File: src/design/cmdp_pkg.sv
// ----------------------------------------------------------------------------
// cmdp_pkg
// Shared types, codes and command text for the command line parser.
// ----------------------------------------------------------------------------
package cmdp_pkg;

  localparam int unsigned NUM_CMDS  = 7;
  localparam int unsigned CFG_IDX_W = 2;

  // Command slots, one candidate bit each
  localparam int unsigned CMD_OFF     = 0;
  localparam int unsigned CMD_SCALE_F = 1;
  localparam int unsigned CMD_SCALE_C = 2;
  localparam int unsigned CMD_STOP    = 3;
  localparam int unsigned CMD_START   = 4;
  localparam int unsigned CMD_LOG     = 5;
  localparam int unsigned CMD_PERIOD  = 6;

  // Configuration register indexes
  localparam logic [CFG_IDX_W-1:0] CFG_START_PERIOD = 2'd0;
  localparam logic [CFG_IDX_W-1:0] CFG_START_SCALE  = 2'd1;

  localparam logic [7:0] CH_NUL = 8'h00;
  localparam logic [7:0] CH_NL  = 8'h0A;
  localparam logic [7:0] CH_0   = 8'h30;
  localparam logic [7:0] CH_9   = 8'h39;

  typedef enum logic [3:0] {
    EV_NONE     = 4'd0,
    EV_OFF      = 4'd1,
    EV_SCALE_F  = 4'd2,
    EV_SCALE_C  = 4'd3,
    EV_STOP     = 4'd4,
    EV_START    = 4'd5,
    EV_LOG_CHAR = 4'd6,
    EV_LOG_END  = 4'd7,
    EV_PERIOD   = 4'd8,
    EV_BOGUS    = 4'd9
  } event_e;

  typedef struct packed {
    event_e     ev;
    logic [7:0] echo;
  } line_evt_t;

  typedef struct packed {
    logic shut;
    logic stopped;
    logic celsius;
  } status_t;

  function automatic logic [63:0] cmd_text(input logic [2:0] k);
    case (k)
      3'd0:    return 64'("OFF");
      3'd1:    return 64'("SCALE=F");
      3'd2:    return 64'("SCALE=C");
      3'd3:    return 64'("STOP");
      3'd4:    return 64'("START");
      3'd5:    return 64'("LOG ");
      3'd6:    return 64'("PERIOD=");
      default: return 64'd0;
    endcase
  endfunction

  function automatic logic [3:0] cmd_len(input logic [2:0] k);
    case (k)
      3'd0:    return 4'd3;
      3'd1:    return 4'd7;
      3'd2:    return 4'd7;
      3'd3:    return 4'd4;
      3'd4:    return 4'd5;
      3'd5:    return 4'd4;
      3'd6:    return 4'd7;
      default: return 4'd0;
    endcase
  endfunction

  // Character p of command k; only meaningful for p below the command length
  function automatic logic [7:0] cmd_char(input logic [2:0] k, input logic [3:0] p);
    logic [63:0] txt;
    logic [3:0]  rem;
    logic [5:0]  sh;
    txt = cmd_text(k);
    rem = cmd_len(k) - 4'd1 - p;
    sh  = {rem[2:0], 3'b000};
    return txt[sh +: 8];
  endfunction

endpackage

File: src/design/text_command_line_parser_core.sv
// ----------------------------------------------------------------------------
// text_command_line_parser_core
// Byte-stream command line parser: matches commands per line, echoes LOG
// text, tracks period, scale, stop and shutdown.
//
//   channel  | dir | handshake               | payload
//   ---------+-----+-------------------------+-------------------------------
//   s_axis   | in  | s_axis_tvalid/tready    | in_byte
//   m_axis   | out | m_axis_tvalid/tready    | tuser event; tdata log char,
//            |     |                         | period, flags
//   cfg      | in  | cfg_valid/cfg_ready     | cfg_index, cfg_data
//
// One word per cycle while m_axis_tready_i is high; input register, then
// result register, with the single-pass decode between them.
// Reset clears line state, period to 1, scale to Fahrenheit, flags to 0.
// Output stall holds both registers; input still fills an empty input
// register. Config writes are taken every cycle (cfg_ready_o tied high).
// ----------------------------------------------------------------------------
module text_command_line_parser_core #(
  parameter int unsigned PERIOD_WIDTH = 16
) (
  input  logic                           clk_i,
  input  logic                           rst_ni,
  input  logic                           s_axis_tvalid_i,
  output logic                           s_axis_tready_o,
  input  logic [7:0]                     s_axis_tdata_i,  // [7:0] in_byte
  output logic                           m_axis_tvalid_o,
  input  logic                           m_axis_tready_i,
  // [7:0] log_char, [23:8] period_value, [24] scale_is_celsius,
  // [25] is_stopped, [31:26] zero
  output logic [31:0]                    m_axis_tdata_o,
  output logic [3:0]                     m_axis_tuser_o,  // [3:0] event_res
  input  logic                           cfg_valid_i,
  output logic                           cfg_ready_o,
  input  logic [cmdp_pkg::CFG_IDX_W-1:0] cfg_index_i,
  input  logic [15:0]                    cfg_data_i
);
  import cmdp_pkg::*;

  logic                    in_valid_q;
  logic [7:0]              in_byte_q;
  logic                    out_valid_q;
  event_e                  ev_q;
  logic [7:0]              echo_q;
  logic [15:0]             period_q;
  logic                    celsius_q;
  logic                    stopped_q;
  logic                    adv;
  logic                    step;
  line_evt_t               evt;
  logic [PERIOD_WIDTH-1:0] acc;
  logic [PERIOD_WIDTH-1:0] period_d;
  logic [31:0]             period_ext;
  status_t                 stat_q, stat_d;

  assign adv             = !out_valid_q || m_axis_tready_i;
  assign step            = in_valid_q && adv;
  assign s_axis_tready_o = !in_valid_q || adv;
  assign cfg_ready_o     = 1'b1;
  assign period_ext      = 32'(period_d);

  cmdp_line #(
    .PERIOD_WIDTH (PERIOD_WIDTH)
  ) u_line (
    .clk_i  (clk_i),
    .rst_ni (rst_ni),
    .step_i (step),
    .byte_i (in_byte_q),
    .shut_i (stat_q.shut),
    .evt_o  (evt),
    .acc_o  (acc)
  );

  cmdp_settings #(
    .PERIOD_WIDTH (PERIOD_WIDTH)
  ) u_settings (
    .clk_i      (clk_i),
    .rst_ni     (rst_ni),
    .step_i     (step),
    .ev_i       (evt.ev),
    .acc_i      (acc),
    .cfg_we_i   (cfg_valid_i),
    .cfg_idx_i  (cfg_index_i),
    .cfg_data_i (cfg_data_i),
    .stat_q_o   (stat_q),
    .stat_d_o   (stat_d),
    .period_d_o (period_d)
  );

  always_ff @(posedge clk_i or negedge rst_ni) begin
    if (!rst_ni) begin
      in_valid_q  <= 1'b0;
      out_valid_q <= 1'b0;
    end else begin
      if (s_axis_tready_o) begin
        in_valid_q <= s_axis_tvalid_i;
      end
      if (adv) begin
        out_valid_q <= in_valid_q;
      end
    end
  end

  always_ff @(posedge clk_i) begin
    if (s_axis_tvalid_i && s_axis_tready_o) begin
      in_byte_q <= s_axis_tdata_i;
    end
    if (step) begin
      ev_q      <= evt.ev;
      echo_q    <= evt.echo;
      period_q  <= period_ext[15:0];
      celsius_q <= stat_d.celsius;
      stopped_q <= stat_d.stopped;
    end
  end

  assign m_axis_tvalid_o = out_valid_q;
  assign m_axis_tuser_o  = ev_q;
  assign m_axis_tdata_o  = {6'b000000, stopped_q, celsius_q, period_q, echo_q};

`ifndef ASSERT_OFF
  a_quiet_after_off: assert property (@(posedge clk_i) disable iff (!rst_ni)
    step && stat_q.shut |=> ev_q == EV_NONE)
    else $error("event reported after shutdown");

  a_nul_ignored: assert property (@(posedge clk_i) disable iff (!rst_ni)
    step && (in_byte_q == CH_NUL) |=> ev_q == EV_NONE)
    else $error("zero byte produced an event");

  a_echo_only_log: assert property (@(posedge clk_i) disable iff (!rst_ni)
    out_valid_q |-> (ev_q == EV_LOG_CHAR) || (echo_q == 8'd0))
    else $error("log char set outside log echo");
`endif

endmodule

File: src/design/cmdp_line.sv
// ----------------------------------------------------------------------------
// cmdp_line
// Per-line state: position, prefix candidates, period digits; decodes the
// event for each byte.
// ----------------------------------------------------------------------------
module cmdp_line #(
  parameter int unsigned PERIOD_WIDTH = 16
) (
  input  logic                    clk_i,
  input  logic                    rst_ni,
  input  logic                    step_i,
  input  logic [7:0]              byte_i,
  input  logic                    shut_i,
  output cmdp_pkg::line_evt_t     evt_o,
  output logic [PERIOD_WIDTH-1:0] acc_o
);
  import cmdp_pkg::*;

  localparam int unsigned AW = PERIOD_WIDTH + 4;

  logic [3:0]              pos_q, pos_d;
  logic [NUM_CMDS-1:0]     cand_q, cand_d, cand_t;
  logic                    rej_q, rej_d;
  logic                    digit_q, digit_d;
  logic [PERIOD_WIDTH-1:0] acc_q, acc_d, acc_sat;
  logic [AW-1:0]           acc_ext, prod;
  logic [3:0]              dig;
  logic                    is_digit;
  logic                    active;
  event_e                  fin_ev;

  assign active   = !shut_i && (byte_i != CH_NUL);
  assign is_digit = (byte_i >= CH_0) && (byte_i <= CH_9);
  assign dig      = 4'(byte_i - CH_0);
  assign acc_ext  = AW'(acc_q);
  assign prod     = (acc_ext << 3) + (acc_ext << 1) + AW'(dig);
  assign acc_sat  = (|prod[AW-1 -: 4]) ? '1 : prod[PERIOD_WIDTH-1:0];
  assign acc_o    = acc_q;

  always_comb begin
    fin_ev = EV_BOGUS;
    for (int k = 0; k < int'(CMD_LOG); k++) begin
      if (cand_q[k] && (pos_q == cmd_len(3'(k)))) begin
        fin_ev = event_e'(4'(k + 1));
      end
    end
    if (cand_q[CMD_LOG] && (pos_q >= cmd_len(3'(CMD_LOG)))) begin
      fin_ev = EV_LOG_END;
    end
    if (cand_q[CMD_PERIOD] && (pos_q > cmd_len(3'(CMD_PERIOD))) && digit_q && !rej_q) begin
      fin_ev = EV_PERIOD;
    end
  end

  always_comb begin
    cand_t = cand_q;
    for (int k = 0; k < int'(NUM_CMDS); k++) begin
      if (pos_q < cmd_len(3'(k))) begin
        if (cmd_char(3'(k), pos_q) != byte_i) begin
          cand_t[k] = 1'b0;
        end
      end else if (k < int'(CMD_LOG)) begin
        cand_t[k] = 1'b0;
      end
    end
  end

  always_comb begin
    evt_o.ev   = EV_NONE;
    evt_o.echo = 8'd0;
    pos_d      = pos_q;
    cand_d     = cand_q;
    rej_d      = rej_q;
    digit_d    = digit_q;
    acc_d      = acc_q;
    if (step_i && active) begin
      if (byte_i == CH_NL) begin
        evt_o.ev = fin_ev;
        pos_d    = 4'd0;
        cand_d   = '1;
        rej_d    = 1'b0;
        digit_d  = 1'b0;
        acc_d    = '0;
      end else begin
        if (cand_q[CMD_LOG] && (pos_q >= cmd_len(3'(CMD_LOG)))) begin
          evt_o.ev   = EV_LOG_CHAR;
          evt_o.echo = byte_i;
        end
        cand_d = cand_t;
        if (cand_t[CMD_PERIOD] && (pos_q >= cmd_len(3'(CMD_PERIOD)))) begin
          if (is_digit) begin
            acc_d   = acc_sat;
            digit_d = 1'b1;
          end else begin
            rej_d = 1'b1;
          end
        end
        if (pos_q != 4'hF) begin
          pos_d = pos_q + 4'd1;
        end
      end
    end
  end

  always_ff @(posedge clk_i or negedge rst_ni) begin
    if (!rst_ni) begin
      pos_q   <= 4'd0;
      cand_q  <= '1;
      rej_q   <= 1'b0;
      digit_q <= 1'b0;
      acc_q   <= '0;
    end else begin
      pos_q   <= pos_d;
      cand_q  <= cand_d;
      rej_q   <= rej_d;
      digit_q <= digit_d;
      acc_q   <= acc_d;
    end
  end

endmodule

File: src/design/cmdp_settings.sv
// ----------------------------------------------------------------------------
// cmdp_settings
// Persistent settings: period, scale, stop and shutdown flags, with the
// configuration register writes.
// ----------------------------------------------------------------------------
module cmdp_settings #(
  parameter int unsigned PERIOD_WIDTH = 16
) (
  input  logic                             clk_i,
  input  logic                             rst_ni,
  input  logic                             step_i,
  input  cmdp_pkg::event_e                 ev_i,
  input  logic [PERIOD_WIDTH-1:0]          acc_i,
  input  logic                             cfg_we_i,
  input  logic [cmdp_pkg::CFG_IDX_W-1:0]   cfg_idx_i,
  input  logic [15:0]                      cfg_data_i,
  output cmdp_pkg::status_t                stat_q_o,
  output cmdp_pkg::status_t                stat_d_o,
  output logic [PERIOD_WIDTH-1:0]          period_d_o
);
  import cmdp_pkg::*;

  localparam logic [PERIOD_WIDTH-1:0] PERIOD_MAX = '1;

  status_t                 stat_q, stat_d;
  logic [PERIOD_WIDTH-1:0] period_q, period_d;
  logic [31:0]             cfg_ext;
  logic [PERIOD_WIDTH-1:0] cfg_period;

  assign cfg_ext    = 32'(cfg_data_i);
  assign cfg_period = (cfg_ext > 32'(PERIOD_MAX)) ? PERIOD_MAX : PERIOD_WIDTH'(cfg_ext);

  always_comb begin
    stat_d   = stat_q;
    period_d = period_q;
    if (cfg_we_i) begin
      case (cfg_idx_i)
        CFG_START_PERIOD: period_d       = cfg_period;
        CFG_START_SCALE:  stat_d.celsius = cfg_data_i[0];
        default: ;
      endcase
    end else if (step_i) begin
      case (ev_i)
        EV_OFF:     stat_d.shut    = 1'b1;
        EV_SCALE_F: stat_d.celsius = 1'b0;
        EV_SCALE_C: stat_d.celsius = 1'b1;
        EV_STOP:    stat_d.stopped = 1'b1;
        EV_START:   stat_d.stopped = 1'b0;
        EV_PERIOD:  period_d       = acc_i;
        default: ;
      endcase
    end
  end

  always_ff @(posedge clk_i or negedge rst_ni) begin
    if (!rst_ni) begin
      stat_q   <= '0;
      period_q <= PERIOD_WIDTH'(1);
    end else begin
      stat_q   <= stat_d;
      period_q <= period_d;
    end
  end

  assign stat_q_o   = stat_q;
  assign stat_d_o   = stat_d;
  assign period_d_o = period_d;

endmodule
File: config.mk
export PLATFORM = sky130hd
export DESIGN_NAME = text_command_line_parser_core
export DESIGN_NICKNAME = d
export VERILOG_FILES = /design/src/design/cmdp_pkg.sv /design/src/design/text_command_line_parser_core.sv /design/src/design/cmdp_line.sv /design/src/design/cmdp_settings.sv
export SDC_FILE = /design/constraint.sdc
export NUM_CORES = 1
export LEC_CHECK = 0
export CORE_MARGIN = 4
export CORE_UTILIZATION = 50
export DETAILED_ROUTE_END_ITERATION = 10
export DONT_BUFFER_PORTS = 1
export GPL_ROUTABILITY_DRIVEN = 0
export PLACE_DENSITY = 0.74
export SYNTH_ARGS = -nofsm -noshare
export SYNTH_HDL_FRONTEND = slang
export SYNTH_HIERARCHICAL = 1
export SYNTH_SLANG_ARGS = --single-unit
File: constraint.sdc
create_clock -name clk_i -period 4.5 [get_ports clk_i]
set_input_delay 0.9 -clock clk_i [delete_from_list [all_inputs] [get_ports clk_i]]
set_output_delay 0.9 -clock clk_i [all_outputs]
set_load 0.005 [all_outputs]
== After elaboration in Yosys (flattened, before gate mapping) ==
Index checks and enable logic that the tools add are counted.

* Bits of input ports: 31
* Flip-flop bits (word level): 88
* Output and inout port bits: 39
* Logic and storage cells: 181

* Reduce and logical (&&, ||, !) cells: 40
* Magnitude comparators: 10
* Eq/ne operators: 26
* Shift operators: 7
* Add/subtract/negate cells: 12
* Bitwise logic cells: 3
* Muxes and demuxes: 60

{| class="wikitable"
|+ Operators by type and width
! operator !! number
|-
| $mux 64 || 7
|-
| $shiftx 64x7->8 || 7
|-
| $mux 16 || 9
|-
| $ne 8x8->1 || 7
|-
| $mux 4 || 10
|-
| $mux 1 || 23
|-
| $add 19x17->20 || 1
|-
| $add 20x4->20 || 1
|-
| $eq 4x3->1 const B || 5
|-
| $gt 16x16->1 const B || 1
|-
| $logic_and 1x1->1 || 15
|-
| $eq 4x2->1 const B || 3
|-
| $lt 4x3->1 const B || 3
|-
| $mux 12 || 1
|-
| $mux 3 || 4
|-
| $reduce_and 2->1 || 6
|-
| $reduce_and 3->1 || 4
|-
| $sub 3x1->3 const B || 4
|-
| $sub 3x3->3 || 4
|-
| $mux 11 || 1
|-
| $reduce_bool 2->1 || 5
|-
| $ne 3x2->1 const B || 3
|-
| $eq 8x4->1 const B || 1
|-
| $ge 4x3->1 const B || 2
|-
| other kinds (23) || 31
|}

== Depth between registers and ports, before layout ==
* Word-level depth: 15
* Mapped depth: 14
* Mapped depth without buffers: 11

== Modules after synthesis ==
The synthesis kept the hierarchy.

{| class="wikitable"
|+ By module, submodules not included
! module !! cells an instance !! area an instance (um^2) !! sequential area each (um^2) !! times used
|-
| cmdp_line || 388 || 3231.8 || 734.5 || 1
|-
| text_command_line_parser_core || 57 || 1320.0 || 1191.1 || 1
|-
| cmdp_settings || 117 || 1167.4 || 476.7 || 1
|}

== Least setup slack after synthesis ==
No wires, ideal clock.

* Kind: input-to-reg
* Start: in m_axis_tready_i
* End: reg period_q[2] (netlist name)
* Arrival: 4.037 ns
* Path buffers: 3
* Slack: 0.255 ns
* Cell stages on the path: 12
* Required time: 4.292 ns
* Setup time: 0.208 ns
* Cell sequence: nand2b_1 -> and2_1 -> inv_1 -> nor2_1 -> nand2_1 -> clkbuf_1 -> a311oi_1 -> nor4b_2 -> and2_1 -> buf_6 -> buf_8 -> a222oi_1

{| class="wikitable"
|+ RTL lines
! item !! RTL line !! RTL
|-
| start, declared || text_command_line_parser_core.sv:28 || <nowiki>input logic m_axis_tready_i,</nowiki>
|}

== Worst setup path after layout ==
* Start: reg in_byte_q[3]
* End: reg u_line.acc_q[11] (netlist: u_line/acc_o[11])

* Word-level cells in the longest chain between the ends: 7
* Elaborated cells on any way between the ends: 21
* Classes of those cells: 2 x add/sub; 2 x order compare; 2 x eq/ne; 6 x mux; 9 x reduce/logical

{| class="wikitable"
|+ RTL lines
! item !! RTL line !! RTL
|-
| start, declared || text_command_line_parser_core.sv:41 || <nowiki>logic [7:0] in_byte_q;</nowiki>
|-
| start signal, assigned || text_command_line_parser_core.sv:106 || <nowiki>in_byte_q <= s_axis_tdata_i;</nowiki>
|-
| $sub 4x1->4 || cmdp_line.sv:34 || <nowiki>assign dig = 4'(byte_i - CH_0);</nowiki>
|-
| $add 20x4->20 || cmdp_line.sv:36 || <nowiki>assign prod = (acc_ext << 3) + (acc_ext << 1) + AW'(dig);</nowiki>
|-
| $reduce_or 4->1 || cmdp_line.sv:37 || <nowiki>assign acc_sat = (|prod[AW-1 -: 4]) ? '1 : prod[PERIOD_WIDTH-1:0];</nowiki>
|-
| $mux 16 || cmdp_line.sv:37 ||
|-
| $mux 16 || cmdp_line.sv:91 || <nowiki>if (is_digit) begin</nowiki>
|-
| $mux 16 || cmdp_line.sv:90 || <nowiki>if (cand_t[CMD_PERIOD] && (pos_q >= cmd_len(3'(CMD_PERIOD)))) begin</nowiki>
|-
| $mux 16 || cmdp_line.sv:77 || <nowiki>if (byte_i == CH_NL) begin</nowiki>
|-
| end signal, assigned || cmdp_line.sv:111 || <nowiki>acc_q <= '0;</nowiki>
|-
| end signal, assigned || cmdp_line.sv:117 || <nowiki>acc_q <= acc_d;</nowiki>
|-
| end, declared || cmdp_line.sv:25 || <nowiki>logic [PERIOD_WIDTH-1:0] acc_q, acc_d, acc_sat;</nowiki>
|}

Parallel ways exist; a longest one is shown, timed or not. The select of a mux whose other input is x is not followed.
A chain may end at the register's enable or synchronous reset.

==> flow_summary.toml <==
[status]
status = "completed"

[grt]
met2_usage_pct = 32.0
grt-busiest-layer = "met2"
grt.overflow.total = 0
grt_max_degree = 51
met3_usage_pct = 4.68
grt_pass1_vias = 4239
track_usage_pct = 20.5
antenna_found_initial = 0
met1_usage_pct = 27.7
grt_first_pass_wirelength_um = 21600

[detailed_routing]
viasPerCell = 6.27
drc_errors = 0
vias = 4356
dr.pass1.iters = 5
drt-wirelength-per-cell_um = 19.3
routed_wl_um = 13400
first_iter_violations = 412
antenna_left = 0

[timing]
holdWs_ps = 251
clock_skew_ps = 5.66
fmax_ghz = 0.258
period_needed_ps = 3880
rsz0062_at_grt = "no"
timing.final.max_slew_violations = 0
tightest_slew_ps = 962
setup_slack_ps = 619
setup_viol = 0
slew_headroom_pct = 35.9
finalHoldViolations = 0
fin_tns_setup_ps = 0
period_share_pct = 86.2

[final_layout]
antenna_cells = 0
area_growth_pct = 6.19
postLayoutCellArea_um2 = 6070
stdcell_count = 695
final_nets = 624
fin_util_pct = 55.1
drive_above_1_share_pct = 9.19

[clock_network]
ctsRootBufferMaster = "clkbuf_16"
cts_tree = "done"
path_clk_slew_ps = 70
cts.path.max_buffers = 2
numCtsBuffers = 9
cts_sinks = 88
hold_buffers = 0
post_cts_resized = 0
clk_latency_ps = 340
cts_htree_levels = 3
postCtsSetupRepairBufs = 0

[critical_path]
r2r-end = "u_line/acc_o[11]"
critPathCaptureType = "flop"
cp_data_required_time_ps = 4670
critPathLaunchType = "flop"
worst-path-max-fanout = 16
r2r_start = "in_byte_q[3]"
worstSetupPathType = "reg -> reg"
arrival_ps = 4050
rr_worst_depth = 9
reg2reg_setup_slack_ps = 620

[placed_design]
postPlaceCellArea_um2 = 5770
dp_hpwl_um = 9460
dpl_worst_slack_ps = 672
port_buffers = 0
dpl.cell_count = 679

[yosys]
ys_async_sr_fraction_pct = 56.8
syn_avg_cell_area_um2 = 10.2
synth_cells = 562
ys.flop_type = "dfrtp_1"
synth-seq-cells = 88
seq_area_frac_synth_pct = 42.0
synth.distinct_cells = 74
synth_edf_count = 38
syn_area_um2 = 5720
synth-warning-count = 6

[die]
io_pins = 70
core-area_um2 = 11000
start_util_pct = 51.8
die_w_um = 115
std_cell_rows = 38
chipHeight_um = 115
die_area_um2 = 13200

[pwr]
peakVddDrop_v = 0.000380
p_per_area_nw_per_um2 = 387
finalPower_mw = 2.35
leakage_nw = 2.59

[worst_hold_path]
min_path_type = "in -> async"

[job]
max_cap_viol_count = 0
Yosys cell counts (all sizes together), types with 3 or more instances:
| master | number | area (um2) |
|---|---|---|
| o311a | 6 | 60.1 |
| o21ai | 21 | 105 |
| o31ai | 4 | 30.0 |
| a311oi | 5 | 61.3 |
| a31oi | 4 | 25.0 |
| nand2 | 26 | 97.6 |
| xor2 | 12 | 105 |
| o31a | 3 | 26.3 |
| or3 | 4 | 25.0 |
| o21a | 4 | 30.0 |
| and2 | 11 | 71.3 |
| nor2b | 7 | 51.3 |
| a2111oi | 7 | 80.1 |
| and3 | 4 | 25.0 |
| a211oi | 3 | 22.5 |
| a21oi | 49 | 245 |
| nor2 | 29 | 116 |
| a221oi | 8 | 106 |
| dfstp | 8 | 210 |
| nand4 | 4 | 25.0 |
| o211ai | 3 | 22.5 |
| dfrtp | 42 | 1050 |
| nand3b | 3 | 35.0 |
| nor4b | 4 | 41.3 |
| a22o | 3 | 26.3 |
| buf | 20 | 145 |
| nand3 | 12 | 65.1 |
| clkbuf | 17 | 63.8 |
| nor4 | 5 | 46.3 |
| inv | 55 | 206 |
| mux2i | 16 | 160 |
| xnor2 | 17 | 149 |
| a222oi | 10 | 100 |
| a21o | 6 | 45.0 |
| nand2b | 9 | 58.8 |
| nor3 | 12 | 60.1 |
| ha | 41 | 513 |
| edfxtp | 38 | 1140 |
| nor3b | 4 | 30.0 |
final cells by class:
| cell class | instances | area [um2] |
|---|---|---|
| Tap cell | 140 | 175 |
| Fill cell | 980 | 4960 |
| Clock inverter | 7 | 76.3 |
| Sequential cell | 88 | 2400 |
| Inverter | 55 | 206 |
| Multi-Input combinational cell | 387 | 2920 |
| Clock buffer | 9 | 225 |
| Timing Repair Buffer | 9 | 67.6 |
logic make-up (layout without fill, tap and decap cells):
family | Yosys count | in the layout | share of synthesized area (%)
AO/OA/AOI/OAI | 148 | 148 | 19.0
AND/OR/NAND/NOR | 143 | 143 | 14.5
buffers and inverters | 92 | 80 | 7.26
flip-flops | 88 | 88 | 42.0
adder cells (fa/ha/maj) | 43 | 43 | 9.67
XOR/XNOR | 29 | 29 | 4.44
multiplexers | 17 | 17 | 3.00
other | 2 | 7 | 0.131
worst max-delay path, cell delays in order (launching register included):
cell       delay (ps)
edfxtp_1          450
fa_1              460
ha_1              350
nor2b_1           160
o31a_1            300
o41ai_1           590
a211oi_1          200
mux2i_1           200
a2111oi_4         850
a21oi_1           160
power by group:
part           internal (mW)  total, mW  switching, mW
registers              0.927       1.03         0.0999
logic                  0.232      0.568          0.336
clock network          0.436      0.756          0.320
total                   1.59       2.35          0.756
metal layers:
metal  vias up  routed length, um
met5         -                  0
met4         0                403
met3        28                936
met2       183               6220
met1      2120               5840
li1       2025                  -
cell usage in the layout (no fill, tap or decap), types with 4 or more instances in the layout:
master,netlist,routed
inv_1,55,55
a21oi_1,49,49
dfrtp_1,42,42
ha_1,41,41
edfxtp_1,38,38
nor2_1,28,28
nand2_1,26,26
o21ai_0,21,21
xnor2_1,17,17
mux2i_1,16,16
nor3_1,12,12
xor2_1,12,12
nand3_1,11,11
and2_1,10,10
a222oi_1,10,10
clkbuf_16,0,9
buf_4,9,9
nand2b_1,8,8
dfstp_2,8,8
conb_1,2,7
a2111oi_0,6,6
a21o_1,6,6
nor2b_1,6,6
o311a_1,6,6
nand4_1,4,4
a221oi_1,4,4
o31ai_1,4,4
a311oi_1,4,4
nor4_1,4,4
and3_1,4,4
or3_1,4,4
o21a_1,4,4
nor3b_1,4,4
a31oi_1,4,4
state kept, by name (all words and copies together) (netlist names), 3 cells and up:
name / cells
period_q: 16
u_line/acc_o: 16
u_line/pos_q: 4
u_settings/stat_q_o: 3
u_line/cand_q: 7
echo_q: 8
m_axis_tuser_o: 4
in_byte_q: 8
u_settings/period_q: 16
how the worst max path moves through the flow:
stage                          from          endpoint  slack (ps)  depth (start not counted)
floorplan           m_axis_tready_i       period_q[2]         250                         12
global placement       in_byte_q[3]   u_line/acc_o[3]         770                          9
detailed placement     in_byte_q[3]   u_line/acc_o[2]         670                          9
CTS                    in_byte_q[3]   u_line/acc_o[3]         660                          9
global route           in_byte_q[3]   u_line/acc_o[3]         350                          9
finish                 in_byte_q[3]  u_line/acc_o[11]         620                          9
Note: power is estimated with default switching activity, not from simulation.
